File: config.mk
export PLATFORM = sky130hd
export DESIGN_NAME = prefix_varint_decoder_flat
export DESIGN_NICKNAME = d
export VERILOG_FILES = /design/src/rtl/pvd_pkg.sv /design/src/rtl/pvd_if.sv /design/src/rtl/prefix_varint_decoder.sv /design/src/rtl/pvd_step.sv /design/src/rtl/pvd_out_reg.sv /design/src/flat_wrapper.sv
export SDC_FILE = /design/constraint.sdc
export NUM_CORES = 1
export LEC_CHECK = 0
export ABC_CLOCK_PERIOD_IN_PS = 3700
export BUFFER_PORTS_ARGS = -buffer_cell sky130_fd_sc_hd__buf_4
export CAP_MARGIN = 20
export CORE_MARGIN = 2
export CORE_UTILIZATION = 50
export CTS_CLUSTER_DIAMETER = 60
export DETAILED_ROUTE_END_ITERATION = 8
export HOLD_SLACK_MARGIN = 0.08
export PLACE_DENSITY = 0.86
export SKIP_LAST_GASP = 1
export SYNTH_ARGS = -nofsm -noshare
export SYNTH_HDL_FRONTEND = slang
export SYNTH_SLANG_ARGS = --single-unit
export TNS_END_PERCENT = 10
File: constraint.sdc
create_clock -name clk -period 3.7 [get_ports clk]
set_input_delay 0.74 -clock clk [delete_from_list [all_inputs] [get_ports clk]]
set_output_delay 0.74 -clock clk [all_outputs]
set_load 0.05 [all_outputs]
File: src/rtl/pvd_pkg.sv
// package with the decoder's types and prefix constants
package pvd_pkg;

  localparam logic [7:0] PREFIX_ONE   = 8'h80;
  localparam logic [7:0] PREFIX_TWO   = 8'hC0;
  localparam logic [7:0] PREFIX_THREE = 8'hE0;

  localparam logic [2:0] LEN_14 = 3'd2;
  localparam logic [2:0] LEN_29 = 3'd4;
  localparam logic [2:0] LEN_32 = 3'd5;

  typedef enum logic [1:0] {
    KIND_NONE = 2'd0,
    KIND_14   = 2'd1,
    KIND_29   = 2'd2,
    KIND_32   = 2'd3
  } code_kind_t;

  typedef struct packed {
    logic [2:0]  byte_phase;
    code_kind_t  code_kind;
    logic [31:0] partial_value;
  } dec_state_t;

  typedef struct packed {
    logic        emit;
    logic [31:0] value;
    logic [2:0]  bytes_used;
  } dec_result_t;

endpackage

File: src/rtl/pvd_if.sv
// stream interfaces for the byte input and the decoded value output
interface pvd_byte_if;
  logic       valid;
  logic       ready;
  logic [7:0] data_byte;
  logic       buffer_end;

  modport source (output valid, output data_byte, output buffer_end, input ready);
  modport sink (input valid, input data_byte, input buffer_end, output ready);
endinterface

interface pvd_value_if;
  logic        valid;
  logic        ready;
  logic [31:0] value;
  logic [2:0]  bytes_used;

  modport source (output valid, output value, output bytes_used, input ready);
  modport sink (input valid, input value, input bytes_used, output ready);
endinterface

File: src/rtl/prefix_varint_decoder.sv
// prefix varint decoder: out valid rises in the cycle after the final byte of a value is taken
// throughput one byte per cycle while the output is not stalled, set by the registered state update per byte
// input stalls only while the output register holds a value that is not taken
// synchronous active-low reset clears the byte phase, code kind and output valid
// top level of the prefix varint decoder
module prefix_varint_decoder (
  input logic         clk,
  input logic         rst_n,
  pvd_byte_if.sink    in_chan,
  pvd_value_if.source out_chan
);
  import pvd_pkg::*;

  dec_state_t  state_r;
  dec_state_t  state_nxt;
  dec_result_t result;
  logic        accept;
  logic        free;

  assign in_chan.ready = free;
  assign accept        = in_chan.valid && free;

  pvd_step u_step (
    .state      (state_r),
    .data_byte  (in_chan.data_byte),
    .buffer_end (in_chan.buffer_end),
    .state_nxt  (state_nxt),
    .result     (result)
  );

  always_ff @(posedge clk) begin
    if (!rst_n) begin
      state_r.byte_phase    <= 3'd0;
      state_r.code_kind     <= KIND_NONE;
      state_r.partial_value <= 32'h0;
    end else if (accept) begin
      state_r <= state_nxt;
    end
  end

  pvd_out_reg u_out_reg (
    .clk            (clk),
    .rst_n          (rst_n),
    .load           (accept),
    .result         (result),
    .out_ready      (out_chan.ready),
    .out_valid      (out_chan.valid),
    .out_value      (out_chan.value),
    .out_bytes_used (out_chan.bytes_used),
    .free           (free)
  );

`ifndef SYNTHESIS
  a_phase_range: assert property (@(posedge clk) disable iff (!rst_n)
    state_r.byte_phase <= 3'd4)
    else $error("byte phase out of range");

  a_kind_set: assert property (@(posedge clk) disable iff (!rst_n)
    (state_r.byte_phase != 3'd0) |-> (state_r.code_kind != KIND_NONE))
    else $error("mid-value phase without a code kind");

  a_end_restarts: assert property (@(posedge clk) disable iff (!rst_n)
    (accept && in_chan.buffer_end) |=> (state_r.byte_phase == 3'd0 && out_chan.valid))
    else $error("end-of-buffer byte did not close the value");

  a_used_range: assert property (@(posedge clk) disable iff (!rst_n)
    out_chan.valid |-> (out_chan.bytes_used >= 3'd1 && out_chan.bytes_used <= 3'd5))
    else $error("bytes used out of range");
`endif

endmodule

File: src/rtl/pvd_step.sv
// next-state and result logic for one stream byte
module pvd_step (
  input  pvd_pkg::dec_state_t  state,
  input  logic [7:0]           data_byte,
  input  logic                 buffer_end,
  output pvd_pkg::dec_state_t  state_nxt,
  output pvd_pkg::dec_result_t result
);
  import pvd_pkg::*;

  logic [31:0] shifted;
  logic [2:0]  count;
  logic [2:0]  total;
  logic [2:0]  gap;
  code_kind_t  kind_first;

  always_comb begin
    shifted = {state.partial_value[23:0], data_byte};
    count   = state.byte_phase + 3'd1;
    case (state.code_kind)
      KIND_14: total = LEN_14;
      KIND_29: total = LEN_29;
      default: total = LEN_32;
    endcase
    gap = total - count;

    if ((data_byte & PREFIX_THREE) == PREFIX_THREE) begin
      kind_first = KIND_32;
    end else if ((data_byte & PREFIX_TWO) == PREFIX_TWO) begin
      kind_first = KIND_29;
    end else begin
      kind_first = KIND_14;
    end

    state_nxt         = state;
    result.emit       = 1'b0;
    result.value      = shifted;
    result.bytes_used = count;

    if (state.byte_phase == 3'd0) begin
      result.bytes_used = 3'd1;
      if ((data_byte & PREFIX_ONE) == 8'h00) begin
        result.emit  = 1'b1;
        result.value = {24'h0, data_byte};
      end else begin
        state_nxt.code_kind = kind_first;
        case (kind_first)
          KIND_29: state_nxt.partial_value = {27'h0, data_byte[4:0]};
          KIND_14: state_nxt.partial_value = {26'h0, data_byte[5:0]};
          default: state_nxt.partial_value = 32'h0;
        endcase
        state_nxt.byte_phase = 3'd1;
        // a cut 14-bit code gives back the raw first byte
        result.emit  = buffer_end;
        result.value = (kind_first == KIND_14) ? {24'h0, data_byte} : 32'h0;
      end
    end else begin
      state_nxt.partial_value = shifted;
      state_nxt.byte_phase    = count;
      if (count >= total) begin
        result.emit = 1'b1;
      end else if (buffer_end) begin
        // missing trailing bytes count as zero
        result.emit = 1'b1;
        case (gap)
          3'd1:    result.value = {shifted[23:0], 8'h0};
          3'd2:    result.value = {shifted[15:0], 16'h0};
          3'd3:    result.value = {shifted[7:0], 24'h0};
          default: result.value = shifted;
        endcase
      end
    end

    if (result.emit) begin
      state_nxt.byte_phase = 3'd0;
    end
  end

endmodule

File: src/rtl/pvd_out_reg.sv
// output register holding one decoded value until it is taken
module pvd_out_reg (
  input  logic                 clk,
  input  logic                 rst_n,
  input  logic                 load,
  input  pvd_pkg::dec_result_t result,
  input  logic                 out_ready,
  output logic                 out_valid,
  output logic [31:0]          out_value,
  output logic [2:0]           out_bytes_used,
  output logic                 free
);
  import pvd_pkg::*;

  logic        valid_r;
  logic        valid_nxt;
  logic [31:0] value_r;
  logic [2:0]  used_r;

  assign free = !valid_r || out_ready;

  always_comb begin
    valid_nxt = valid_r;
    if (out_ready) begin
      valid_nxt = 1'b0;
    end
    if (load && result.emit) begin
      valid_nxt = 1'b1;
    end
  end

  always_ff @(posedge clk) begin
    if (!rst_n) begin
      valid_r <= 1'b0;
    end else begin
      valid_r <= valid_nxt;
    end
  end

  always_ff @(posedge clk) begin
    if (load && result.emit) begin
      value_r <= result.value;
      used_r  <= result.bytes_used;
    end
  end

  assign out_valid      = valid_r;
  assign out_value      = value_r;
  assign out_bytes_used = used_r;

endmodule

File: src/flat_wrapper.sv
// flat-port wrapper written by rule: the top's interface ports become plain ports
module prefix_varint_decoder_flat import pvd_pkg::*;
  (clk, rst_n, in_chan_valid, in_chan_data_byte, in_chan_buffer_end, in_chan_ready, out_chan_valid, out_chan_value, out_chan_bytes_used, out_chan_ready);
  pvd_byte_if in_chan_i ();
  pvd_value_if out_chan_i ();
  input logic clk;
  input logic rst_n;
  input wire logic [$bits(in_chan_i.valid)-1:0] in_chan_valid;
  input wire logic [$bits(in_chan_i.data_byte)-1:0] in_chan_data_byte;
  input wire logic [$bits(in_chan_i.buffer_end)-1:0] in_chan_buffer_end;
  output wire logic [$bits(in_chan_i.ready)-1:0] in_chan_ready;
  output wire logic [$bits(out_chan_i.valid)-1:0] out_chan_valid;
  output wire logic [$bits(out_chan_i.value)-1:0] out_chan_value;
  output wire logic [$bits(out_chan_i.bytes_used)-1:0] out_chan_bytes_used;
  input wire logic [$bits(out_chan_i.ready)-1:0] out_chan_ready;
  assign in_chan_i.valid = in_chan_valid;
  assign in_chan_i.data_byte = in_chan_data_byte;
  assign in_chan_i.buffer_end = in_chan_buffer_end;
  assign in_chan_ready = in_chan_i.ready;
  assign out_chan_valid = out_chan_i.valid;
  assign out_chan_value = out_chan_i.value;
  assign out_chan_bytes_used = out_chan_i.bytes_used;
  assign out_chan_i.ready = out_chan_ready;
  prefix_varint_decoder u_core (.clk(clk), .rst_n(rst_n), .in_chan(in_chan_i), .out_chan(out_chan_i));
endmodule
After elaboration in Yosys (flattened, before gate mapping)
Cells that the tools add are included.
{ "word_totals": {"regBits": 65, "in_bits": 13} }
{ "classes": {"addsub": 2, "bitwise": 1, "order_cmp": 1, "reduce_logical": 10, "eq_ne": 11, "muxes": 17} }
{ "ops": {"columns": ["cell", "n"], "rows": [
  ["$mux 33", 3],
  ["$pmux 32 s3", 1],
  ["$mux 37", 1],
  ["$mux 32", 1],
  ["$mux 24", 1],
  ["$pmux 6 s2", 1],
  ["$logic_not 8->1", 1],
  ["$mux 8", 1],
  ["$eq 2x2->1 const B", 3],
  ["$eq 3x2->1 const B", 2],
  ["$mux 3", 2],
  ["$pmux 3 s2", 1],
  ["$eq 2x1->1 const B", 2],
  ["$mux 2", 2],
  ["$reduce_and 2->1", 2],
  ["$add 3x1->3 const B", 1],
  ["$eq 3x1->1 const B", 1],
  ["$eq 3x3->1 const B", 1],
  ["$ge 3x3->1", 1],
  ["$logic_not 3->1", 1],
  ["$mux 1", 3],
  ["$ne 3x3->1 const B", 1],
  ["$reduce_and 3->1", 1],
  ["$sub 3x3->3", 1],
  ["6 further kinds", 7]
]} }

Depth between registers and ports, before layout
Gate-level depths: netlist (run 1).
{ "depth": {"ltp_word": 10, "depth_mapped": 10, "depth_no_buf": 9} }

Modules after synthesis
Synthesis (run 1) repeated with hierarchy kept, for this count alone.
{ "hier_totals": {"hier_cells": 451, "hier_area_um2": 4126.5} }
{ "by_module_without_submodules": {"columns": ["module", "area_per_inst_um2", "instances", "cells_each"], "rows": [
  ["prefix_varint_decoder", 1519.0, 1, 169],
  ["pvd_step", 1503.9, 1, 242],
  ["pvd_out_reg", 1103.6, 1, 40]
]} }

Least setup slack after synthesis (run 1)
No wires, ideal clock.
{ "synth_timing": {"path_kind": "reg2reg", "from": "register u_core.state_r[34] (netlist bit)", "to": "register u_core.u_out_reg.used_r[0], in the netlist u_core.u_out_reg.out_bytes_used[0] (enable)", "setup_time_ns": 0.427, "t_arrival_ns": 2.992, "period_less_slack_ns": 3.420, "path_buffers": 0, "path_stages_with_launch": 9, "slack_ns": 0.280, "cell_sequence": "dfxtp_1 ha_1 xnor2_1 ha_1 a21oi_1 o21ai_1 nand3_1 a21oi_1 nor2_1"} }
{ "synth_between": {"elab_chain_cells": 5, "word_cells_on_any_way": 6, "cone_classes": "add/sub (1); order compare (1); mux (2); reduce/logical (2)"} }
{ "synth_rtl": {"columns": ["item", "line_no", "source"], "rows": [
  ["start: declaration", "prefix_varint_decoder.sv:14", "dec_state_t state_r;"],
  ["start signal: assignment", "prefix_varint_decoder.sv:37", "state_r <= state_nxt;"],
  ["$add 3x1->3", "pvd_step.sv:19", "count = state.byte_phase + 3'd1;"],
  ["$ge 3x3->1", "pvd_step.sv:60", "if (count >= total) begin"],
  ["$mux 1", "pvd_step.sv:60", null],
  ["$mux 33 (*)", "pvd_step.sv:40", "if (state.byte_phase == 3'd0) begin"],
  ["$logic_and 1x1->1 (*)", "pvd_out_reg.sv:41", "if (load && result.emit) begin"],
  ["end signal: assignment", "pvd_out_reg.sv:43", "used_r <= result.bytes_used;"],
  ["end: declaration", "pvd_out_reg.sv:18", "logic [2:0] used_r;"]
]} }
Mark *: on every way between the ends. The rest lies on a longest branch, timed or not.
A chain may end at the register's enable or synchronous reset.

Worst setup path in the final report (run 1)
{ "layout_timing": {"from": "register u_core.state_r[33] (netlist bit)", "to": "register u_core.u_out_reg.value_r[14], in the netlist u_core.u_out_reg.out_value[14], data pin"} }
{ "layout_between": {"elab_chain_cells": 8, "word_cells_on_any_way": 12, "cone_classes": "add/sub (1); order compare (1); eq/ne (5); mux (5)"} }
{ "layout_rtl": {"columns": ["item", "line_no", "source"], "rows": [
  ["$eq 2x2->1 / $eq 2x1->1 (equally long branches)", "pvd_step.sv:20", "case (state.code_kind)"],
  ["$pmux 3 s2 (*)", "pvd_step.sv:20", null],
  ["$sub 3x3->3", "pvd_step.sv:25", "gap = total - count;"],
  ["$eq 3x2->1 / $eq 3x1->1 (equally long branches)", "pvd_step.sv:65", "case (gap)"],
  ["$pmux 32 s3", "pvd_step.sv:65", null],
  ["$mux 33", "pvd_step.sv:62", "end else if (buffer_end) begin"],
  ["$mux 32 (*)", "pvd_step.sv:60", null],
  ["$mux 33 (*)", "pvd_step.sv:40", null],
  ["end signal: assignment", "pvd_out_reg.sv:42", "value_r <= result.value;"],
  ["end: declaration", "pvd_out_reg.sv:17", "logic [31:0] value_r;"]
]} }
Marked as above.

==> flow_summary_export.csv, run 1 <==
group,metric,value,unit
power,seq_power_share,44.6,%
die,start_util,51.8,%
power,powerDensity,487,nW/um^2
cts,root_buffer,"clkbuf_8",
synthesis,async_flop_share,0,%
setup_path,r2r_setup_slack,0.75,ns
setup_path,start_kind,"flop",
setup_path,crit_start,"u_core.state_r[33]$_SDFFE_PN0P_",
placed_design,dp_slack,0.796,ns
power,switching_share,26.5,%
power,total_power,1810,uW
cts,post_cts_resized,0,
setup_path,cpPeakStageDelay,0.82,ns
cts,postCtsHoldBufs,0,
synthesis,yosys.area.top_type_share,34.3,%
placed_design,placed_area,3480,um^2
timing,slew_headroom,32.6,%
synthesis,synthTopCellsByCount,"a22oi_1 (39), edfxtp_1 (35), dfxtp_1 (30), nor2b_1 (26), o2bb2ai_1 (16)",
global_route,grt_pass1_wl,10700,um
timing,final-max-slew-violation-count,0,
routing,ant_nets,0,
timing,fin_ws,0.752,ns
synthesis,postSynthAreaPerCell,12.1,um^2
global_route,gr-total-overflow,0,
synthesis,synth_area_leader_cell,"edfxtp_1",
die,io_pins,50,
routing,first_pass_iters,5,
cts,cts_buffers,9,
power,p_comb_share,17.1,%
timing,setup_viol,0,
synthesis,syn-cell-area,3060,um^2
synthesis,synth-compound-area-share,21.5,%
die,dieArea,6770,um^2
global_route,antenna_found_initial,0,
placed_design,gp_congestion,0.870,
synthesis,yosys.area_share.adder,3.51,%
routing,wl_per_cell,17.9,um
synthesis,synthesis.nets,274,
timing,finalSetupTns,0,ns
synthesis,yosysMostFrequentCell,"a22oi_1",
synthesis,synth-seq-cells,65,
setup_path,slowest_stage,"fa_1",
power,power_leakage,0.00136,uW
setup_path,worstReg2RegStart,"u_core.state_r[33]$_SDFFE_PN0P_",
layout,area_growth,21.2,%
synthesis,synthMuxAreaShare,3.27,%
cts,htree_levels,3,
cts,cts_tree,"done",
die,die_width,82.3,um
run_status,status,"finished clean",
synthesis,synthXorXnorAreaFrac,1.59,%
synthesis,synth_cells,253,
worst_hold_path,min_path_type,"reg -> reg",
die,rows,28,
synthesis,synth_top_family_by_area,"compound AO/OA/AOI/OAI gates",
synthesis,synth_seq_area_share,53.9,%
power,clockPowerShare,38.3,%
layout,nFillCells,442,
power,p_int,1330,uW
cts,clk_pin_slew,0.07,ns
global_route,grt_pass1_vias,2139,
power,ir_drop,264,uV
job,drv_cap,0,
setup_path,cp_max_fo,24,
layout,nNetsFinal,322,
synthesis,yosys_warnings,0,
setup_path,crit_required,3.92,ns
power,switching_power,478,uW
cts,cts.sinks,65,
routing,routed_wl,6820,um
timing,rsz0062_at_grt,"false",
worst_hold_path,min_from,"u_core.state_r[34]$_SDFFE_PN0P_",
placed_design,io_buffer_count,49,
setup_path,crit_path_end_kind,"flop",
synthesis,synth_edf_count,35,
timing,finClkSkew,0.00667,ns
timing,holdWs,0.512,ns
timing,fmax,339,MHz
layout,drive_above_1_share,27.1,%
die,core_area,5920,um^2
timing,tightest_slew,1.01,ns
routing,vias,2316,
synthesis,synth_ff_type,"edfxtp_1",
cts,clk_latency,0.35,ns
setup_path,critPathArrivalTime,3.16,ns
setup_path,crit_chain,"inv_1, ha_1, inv_1, ha_1, fa_1, a21oi_2, a41oi_4, a22o_1",
routing,viasPerCell,6.08,
synthesis,synth_cell_types,43,
routing,drt_iter0_markers,222,
die,die_h,82.3,um
routing,drc_errors,0,
layout,antenna_cells,0,
timing,finalHoldViolations,0,
synthesis,yosys-top-cells-area,"edfxtp_1 (34%), dfxtp_1 (20%), a22oi_1 (9.6%)",
timing,period_needed,2.95,ns
timing,fin_crit_sh,79.7,%
global_route,grt_start_max_net_pins,36,
setup_path,critical_path_class,"reg -> reg",
global_route,grt_use_total,21.4,%
synthesis,synth_simple_gate_area_share,12.8,%
placed_design,hpwlAfterDp,4610,um
cts,post_cts_buffers,0,
layout,fin_area,3710,um^2
cts,cts_buffer_depth,2,
-- cell usage in the layout (no fill, tap or decap), types with 2 or more instances in the layout --
cell       instances
edfxtp_1          35
a22o_1             8
buf_4             53
dfxtp_1           30
nor2b_1           26
a22oi_1           39
o211a_1            2
clkbuf_1           2
o2bb2ai_1         16
a32o_1             2
a21oi_1            2
nand3_1            4
o21ai_0            3
ha_1               7
nor2_1             6
nor3b_4            2
mux2_2             8
clkbuf_8          12
and3_1            10
inv_1              7
bufinv_16          2
nand2_1            6
nand2b_1           3
-- final timing paths --
check	to	cells past startpoint
worst max-delay path	u_core.u_out_reg.out_value[14]$_SDFFCE_PP0P_	8
worst min-delay path	u_core.u_out_reg.out_bytes_used[0]$_SDFFCE_PP1P_	1
worst max register to register	u_core.u_out_reg.out_value[14]$_SDFFCE_PP0P_	8
worst min register to register	u_core.u_out_reg.out_bytes_used[0]$_SDFFCE_PP1P_	1
-- area by class of cell --
cell class	instances	area (um^2)	area share (%)
Sequential cell	65	1650	44.5
Timing Repair Buffer	53	398	10.7
Clock inverter	2	60.1	1.62
Inverter	7	26.3	0.708
Tap cell	75	93.8	2.53
Clock buffer	14	173	4.65
Multi-Input combinational cell	165	1310	35.3
-- per-layer routing --
metal / vias up / GRT usage, % / part of all wire (%)
li1: 1073 / - / -
met4: 0 / 10.2 / 2.5
met5: - / 0 / 0
met2: 135 / 34.2 / 49
met3: 20 / 4.89 / 8.8
met1: 1088 / 27.6 / 40
-- power groups by stage --
| stage | registers (uW) | clock network (uW) | logic [uW] |
|---|---|---|---|
| after floorplan | 904 | 0 | 141 |
| after global placement | 821 | 0 | 301 |
| after detailed placement | 822 | 0 | 306 |
| final | 807 | 691 | 309 |
| after global routing | 809 | 728 | 327 |
| after CTS | 807 | 696 | 308 |
-- critical path, delay by kind of cell, from the launching register on --
kind / cells / cell delay [ns]
buf+inv: 2 / 0.10
flops: 1 / 0.34
fa+ha+maj: 3 / 1.29
compound gates: 3 / 1.09
-- logic make-up (layout without fill, tap and decap cells) --
kind of cell               count (synthesis)  after routing
AOI/OAI and AO/OA                         81             81
xor gates and xnor gates                   3              3
muxes                                      9              9
adders and majority gates                  8              8
and+or+nand+nor                           64             64
DFF                                       65             65
buffers and inverters                     23             76
-- stage by stage --
| stage | utilization [%] | std cells |
|---|---|---|
| global route | 62.7 | 381 |
| CTS | 62.7 | 381 |
| detailed placement | 58.8 | 365 |
| global placement | 58.8 | 365 |
| finish | 62.7 | 381 |
| floorplan | - | 253 |
-- state kept, by name, summed over array words and instances, names as in the netlist --
name	count
u_core.u_out_reg.out_bytes_used	3
u_core.u_out_reg.out_value	32
u_core.u_out_reg.out_valid	1
u_core.state_r	29
(Power assumes the default switching activity.)
==> inputs of run 2 (changes only) <==
--- a/config.mk
+++ b/config.mk
@@ -5,15 +5,15 @@
 export SDC_FILE = /design/constraint.sdc
 export NUM_CORES = 1
 export LEC_CHECK = 0
-export ABC_CLOCK_PERIOD_IN_PS = 3700
+export ABC_CLOCK_PERIOD_IN_PS = 3000
 export BUFFER_PORTS_ARGS = -buffer_cell sky130_fd_sc_hd__buf_4
 export CAP_MARGIN = 20
 export CORE_MARGIN = 2
-export CORE_UTILIZATION = 50
+export CORE_UTILIZATION = 56
 export CTS_CLUSTER_DIAMETER = 60
 export DETAILED_ROUTE_END_ITERATION = 8
 export HOLD_SLACK_MARGIN = 0.08
-export PLACE_DENSITY = 0.86
+export PLACE_DENSITY = 0.9
 export SKIP_LAST_GASP = 1
 export SYNTH_ARGS = -nofsm -noshare
 export SYNTH_HDL_FRONTEND = slang
==> constraint.sdc (replaced) <==
create_clock -name clk -period 3 [get_ports clk]
set_input_delay 0.6 -clock clk [delete_from_list [all_inputs] [get_ports clk]]
set_output_delay 0.6 -clock clk [all_outputs]
set_load 0.05 [all_outputs]
==> flow_summary_export.csv, run 2 (synthesized netlist as in run 1, its figures left out) <==
group,metric,value,unit
run_status,status,"finished clean",
routing,first_pass_iters,5,
setup_path,cp_max_fo,24,
setup_path,crit_path_end_kind,"flop",
setup_path,start_kind,"flop",
layout,layout_commonest_cell,"buf_4",
routing,drt_iter0_markers,262,
routing,drc_errors,0,
die,rows,26,
cts,clk_latency,0.33,ns
power,powerDensity,540,nW/um^2
placed_design,hpwlAfterDp,4390,um
global_route,grt_use_total,22.7,%
power,p_int,1410,uW
layout,largest_reg_flops,32,
timing,rsz0062_at_grt,"false",
global_route,gr-total-overflow,0,
setup_path,critPathArrivalTime,2.80,ns
global_route,grt_pass1_wl,10600,um
layout,most-common-layout-cells,"buf_4 (56), a22oi_1 (39), edfxtp_1 (35)",
layout,area_growth,20.3,%
cts,post_cts_buffers,0,
global_route,antenna_found_initial,0,
power,switching_share,29.2,%
setup_path,crit_chain,"inv_1, ha_1, fa_1, xor2_2, a21oi_2, a41oi_4, buf_4, a22o_1",
global_route,grt_pass1_vias,2160,
power,seq_power_share,50.0,%
job,drv_cap,0,
cts,clk_pin_slew,0.06,ns
layout,antenna_cells,0,
cts,cts_buffer_depth,2,
setup_path,slowest_stage,"fa_1",
placed_design,dp_slack,0.363,ns
cts,cts_buffers,9,
routing,viasPerCell,6.10,
layout,fin_area,3680,um^2
timing,fin_crit_sh,90.5,%
power,clockPowerShare,30.0,%
timing,period_needed,2.72,ns
die,core_area,5200,um^2
cts,cts.sinks,65,
routing,vias,2326,
placed_design,io_buffer_count,49,
power,switching_power,581,uW
cts,postCtsHoldBufs,0,
setup_path,crit_required,3.09,ns
power,ir_drop,253,uV
setup_path,r2r_setup_slack,0.28,ns
cts,cts_tree,"done",
die,io_pins,50,
timing,finalSetupTns,0,ns
timing,fmax,368,MHz
setup_path,cpPeakStageDelay,0.48,ns
routing,ant_nets,0,
worst_hold_path,min_path_type,"reg -> reg",
timing,slew_headroom,65.4,%
global_route,grt_start_max_net_pins,35,
cts,htree_levels,3,
routing,routed_wl,6650,um
layout,drive_above_1_share,27.7,%
die,start_util,58.9,%
power,p_comb_share,20.0,%
routing,wl_per_cell,17.5,um
timing,fin_ws,0.284,ns
layout,nFillCells,365,
die,die_width,78.0,um
timing,finClkSkew,0.00722,ns
placed_design,gp_congestion,0.980,
cts,root_buffer,"clkbuf_8",
layout,nNetsFinal,327,
timing,final-max-slew-violation-count,0,
setup_path,critical_path_class,"reg -> reg",
die,dieArea,6080,um^2
die,die_h,78.0,um
timing,tightest_slew,0.513,ns
timing,finalHoldViolations,0,
cts,post_cts_resized,0,
placed_design,placed_area,3520,um^2
power,power_leakage,0.00136,uW
timing,setup_viol,0,
run 2: changes by cell type in the layout (fill, tap and decap cells not counted), sizes merged:
cell | before | now
clkinvlp | 0 | 1
clkbuf | 14 | 12
bufinv | 2 | 0
buf | 53 | 58
clkinv | 0 | 3
run 2: per-layer routing:
metal | GRT usage (%) | wire, um | vias up | share of wire (%)
met5 | 0 | 0 | - | 0
met4 | 9.82 | 226 | 0 | 3.4
met3 | 5.93 | 651 | 27 | 9.8
met2 | 34.9 | 3050 | 138 | 46
met1 | 30.5 | 2730 | 1079 | 41
li1 | - | - | 1082 | -
run 2: cell type report:
cell class	count	area, um^2	share of cell area, %
inverters	7	26.3	0.713
multi-input cells	165	1310	35.6
flip-flops and latches	65	1650	44.8
clock buffers	12	135	3.67
well taps	70	87.6	2.38
repair buffers	58	452	12.3
clock inverters	4	21.3	0.577
run 2: path summary, 6_finish.rpt:
path,startpoint,endpoint,cells past startpoint
max,u_core.state_r[34]$_SDFFE_PN0P_,u_core.u_out_reg.out_value[10]$_SDFFCE_PP0P_,8
min,u_core.state_r[17]$_SDFFE_PN0P_,u_core.state_r[17]$_SDFFE_PN0P_,2
max reg2reg,u_core.state_r[34]$_SDFFE_PN0P_,u_core.u_out_reg.out_value[10]$_SDFFCE_PP0P_,8
min reg2reg,u_core.state_r[17]$_SDFFE_PN0P_,u_core.state_r[17]$_SDFFE_PN0P_,2
run 2: power by group through the flow:
stage	Clock, uW	Sequential [uW]	Combinational [uW]
after CTS	608	994	394
after global placement	0	1010	383
after detailed placement	0	1010	391
after global routing	648	998	421
final	596	995	397
after floorplan	0	1110	175
run 2: metrics by stage:
stage	total power (uW)	cells	util, %	hold slack, ns
6_report	1990	381	70.8	0.525
5_1_grt	2070	381	70.8	0.548
4_1_cts	2000	380	70.6	0.532
3_5_place_dp	1400	364	67.6	0.509
3_3_place_gp	1400	364	67.6	0.498
2_1_floorplan	1290	253	-	0.473
run 2: critical path: cells and delay by family, from the launching register on:
family	cells	cell delay, ns
buf+inv	2	0.38
xor+xnor	1	0.24
compound gates	3	0.58
flops	1	0.43
fa+ha+maj	2	0.83
==> inputs of run 3 (changes only) <==
--- a/config.mk
+++ b/config.mk
@@ -5,15 +5,15 @@
 export SDC_FILE = /design/constraint.sdc
 export NUM_CORES = 1
 export LEC_CHECK = 0
-export ABC_CLOCK_PERIOD_IN_PS = 3000
+export ABC_CLOCK_PERIOD_IN_PS = 3400
 export BUFFER_PORTS_ARGS = -buffer_cell sky130_fd_sc_hd__buf_4
 export CAP_MARGIN = 20
-export CORE_MARGIN = 2
-export CORE_UTILIZATION = 56
+export CORE_MARGIN = 5
+export CORE_UTILIZATION = 60
 export CTS_CLUSTER_DIAMETER = 60
 export DETAILED_ROUTE_END_ITERATION = 8
 export HOLD_SLACK_MARGIN = 0.08
-export PLACE_DENSITY = 0.9
+export PLACE_DENSITY = 0.95
 export SKIP_LAST_GASP = 1
 export SYNTH_ARGS = -nofsm -noshare
 export SYNTH_HDL_FRONTEND = slang
==> constraint.sdc (replaced) <==
create_clock -name clk -period 3.4 [get_ports clk]
set_input_delay 0.68 -clock clk [delete_from_list [all_inputs] [get_ports clk]]
set_output_delay 0.68 -clock clk [all_outputs]
set_load 0.05 [all_outputs]
==> flow_summary_export.csv, run 3 (synthesized netlist as in run 1, its figures left out) <==
group,metric,value,unit
placed_design,gp_congestion,0.885,
setup_path,endpoint,"u_core.u_out_reg.out_value[9]$_SDFFCE_PP0P_",
power,clockPowerShare,38.6,%
setup_path,crit_required,3.61,ns
routing,vias,2407,
routing,routed_wl,7270,um
setup_path,critPathArrivalTime,3.17,ns
routing,wl_per_cell,19.3,um
die,io_pins,50,
routing,ant_nets,0,
job,drv_cap,0,
die,die_h,81.5,um
placed_design,io_buffer_count,49,
timing,fin_ws,0.439,ns
timing,finalHoldViolations,0,
timing,fin_crit_sh,87.1,%
cts,cts_tree,"done",
global_route,grt_start_max_net_pins,36,
timing,tightest_slew,0.679,ns
power,p_int,1460,uW
timing,period_needed,2.96,ns
timing,setup_viol,0,
setup_path,critical_path_class,"reg -> reg",
global_route,grt_use_total,23.2,%
setup_path,start_kind,"flop",
cts,cts_buffers,9,
routing,first_pass_iters,5,
die,start_util,60.8,%
placed_design,dp_slack,0.510,ns
power,switching_power,526,uW
setup_path,r2r_setup_slack,0.44,ns
placed_design,hpwlAfterDp,4870,um
setup_path,cp_max_fo,11,
global_route,gr-total-overflow,0,
timing,finClkSkew,0.00647,ns
layout,area_growth,21.3,%
die,rows,26,
power,powerDensity,534,nW/um^2
setup_path,crit_path_end_kind,"flop",
layout,layout_commonest_cell,"buf_4",
cts,root_buffer,"clkbuf_8",
cts,htree_levels,3,
cts,post_cts_buffers,0,
timing,fmax,338,MHz
power,seq_power_share,44.2,%
power,ir_drop,276,uV
layout,nFillCells,322,
timing,final-max-slew-violation-count,0,
setup_path,crit_start,"u_core.state_r[34]$_SDFFE_PN0P_",
layout,nNetsFinal,323,
global_route,antenna_found_initial,0,
cts,cts_buffer_depth,2,
layout,drive_above_1_share,27.4,%
cts,clk_latency,0.34,ns
routing,drc_errors,0,
run_status,status,"finished clean",
timing,rsz0062_at_grt,"false",
die,dieArea,6640,um^2
timing,slew_headroom,54.7,%
layout,most-common-layout-cells,"buf_4 (54), a22oi_1 (39), edfxtp_1 (35)",
setup_path,reg2reg_depth,6,
placed_design,dp.cells,361,
setup_path,worstReg2RegStart,"u_core.state_r[34]$_SDFFE_PN0P_",
routing,drt_iter0_markers,419,
die,core_area,5040,um^2
routing,viasPerCell,6.38,
worst_hold_path,min_from,"u_core.state_r[33]$_SDFFE_PN0P_",
power,switching_share,26.5,%
cts,postCtsHoldBufs,0,
layout,stdcell_count,377,
layout,largest_reg_flops,32,
power,p_comb_share,17.2,%
cts,cts.sinks,65,
cts,post_cts_resized,0,
worst_hold_path,min_path_type,"reg -> reg",
power,total_power,1990,uW
layout,antenna_cells,0,
die,die_width,81.5,um
global_route,grt_pass1_vias,2230,
power,power_leakage,0.00137,uW
setup_path,reg2reg_to,"u_core.u_out_reg.out_value[9]$_SDFFCE_PP0P_",
timing,finalSetupTns,0,ns
global_route,grt_pass1_wl,11400,um
cts,clk_pin_slew,0.07,ns
[run 3: changes by cell type in the layout (fill, tap and decap cells not counted), sizes merged]
cell,previous run,this run
buf,58,54
clkbuf,12,11
bufinv,0,3
clkinv,3,2
clkinvlp,1,0
[run 3: power by group through the flow]
| stage | sequential, uW | clock (uW) | combinational [uW] |
|---|---|---|---|
| global route | 880 | 813 | 359 |
| CTS | 878 | 772 | 339 |
| finish | 878 | 767 | 342 |
| detailed placement | 895 | 0 | 336 |
| global placement | 893 | 0 | 328 |
| floorplan | 983 | 0 | 154 |
[run 3: worst max-delay path: stages (launching register included)]
cell and delay (ns):
dfxtp_1 0.39, inv_1 0.10, ha_1 0.35, fa_1 0.92
nor3b_4 0.47, and3_1 0.40, a22o_1 0.19
[run 3: worst min path at each step]
stage | end | slack (ns) | cells past startpoint
final | u_core.state_r[33]$_SDFFE_PN0P_ | 0.53 | 2
after global routing | u_core.state_r[19]$_SDFFE_PN0P_ | 0.56 | 2
after global placement | u_core.state_r[33]$_SDFFE_PN0P_ | 0.50 | 2
after detailed placement | u_core.state_r[23]$_SDFFE_PN0P_ | 0.51 | 2
after CTS | u_core.state_r[33]$_SDFFE_PN0P_ | 0.53 | 2
after floorplan | u_core.u_out_reg.out_bytes_used[0]$_SDFFCE_PP1P_ | 0.47 | 1
[run 3: area by class of cell]
cell class                      count  area, um^2  area share, %
Timing Repair Buffer               54         405           10.9
Tap cell                           70        87.6           2.36
Multi-Input combinational cell    165        1310           35.3
Inverter                            7        26.3          0.707
Clock inverter                      5         104           2.79
Sequential cell                    65        1650           44.4
Clock buffer                       11         131           3.53
[run 3: stage by stage]
stage	hold slack [ns]	cell area (um^2)	util (%)
6_report	0.526	3720	73.7
5_1_grt	0.557	3720	73.7
4_1_cts	0.529	3720	73.7
3_5_place_dp	0.510	3480	69.1
3_3_place_gp	0.498	3480	69.1
2_1_floorplan	0.473	3070	-
[run 3: metal layers]
| metal | vias to the layer above | GRT usage (%) | wire [um] |
|---|---|---|---|
| met5 | - | 0 | 0 |
| met4 | 0 | 11.5 | 190 |
| met3 | 24 | 4.71 | 665 |
| met2 | 160 | 37.9 | 3640 |
| met1 | 1138 | 29.3 | 2780 |
| li1 | 1085 | - | - |
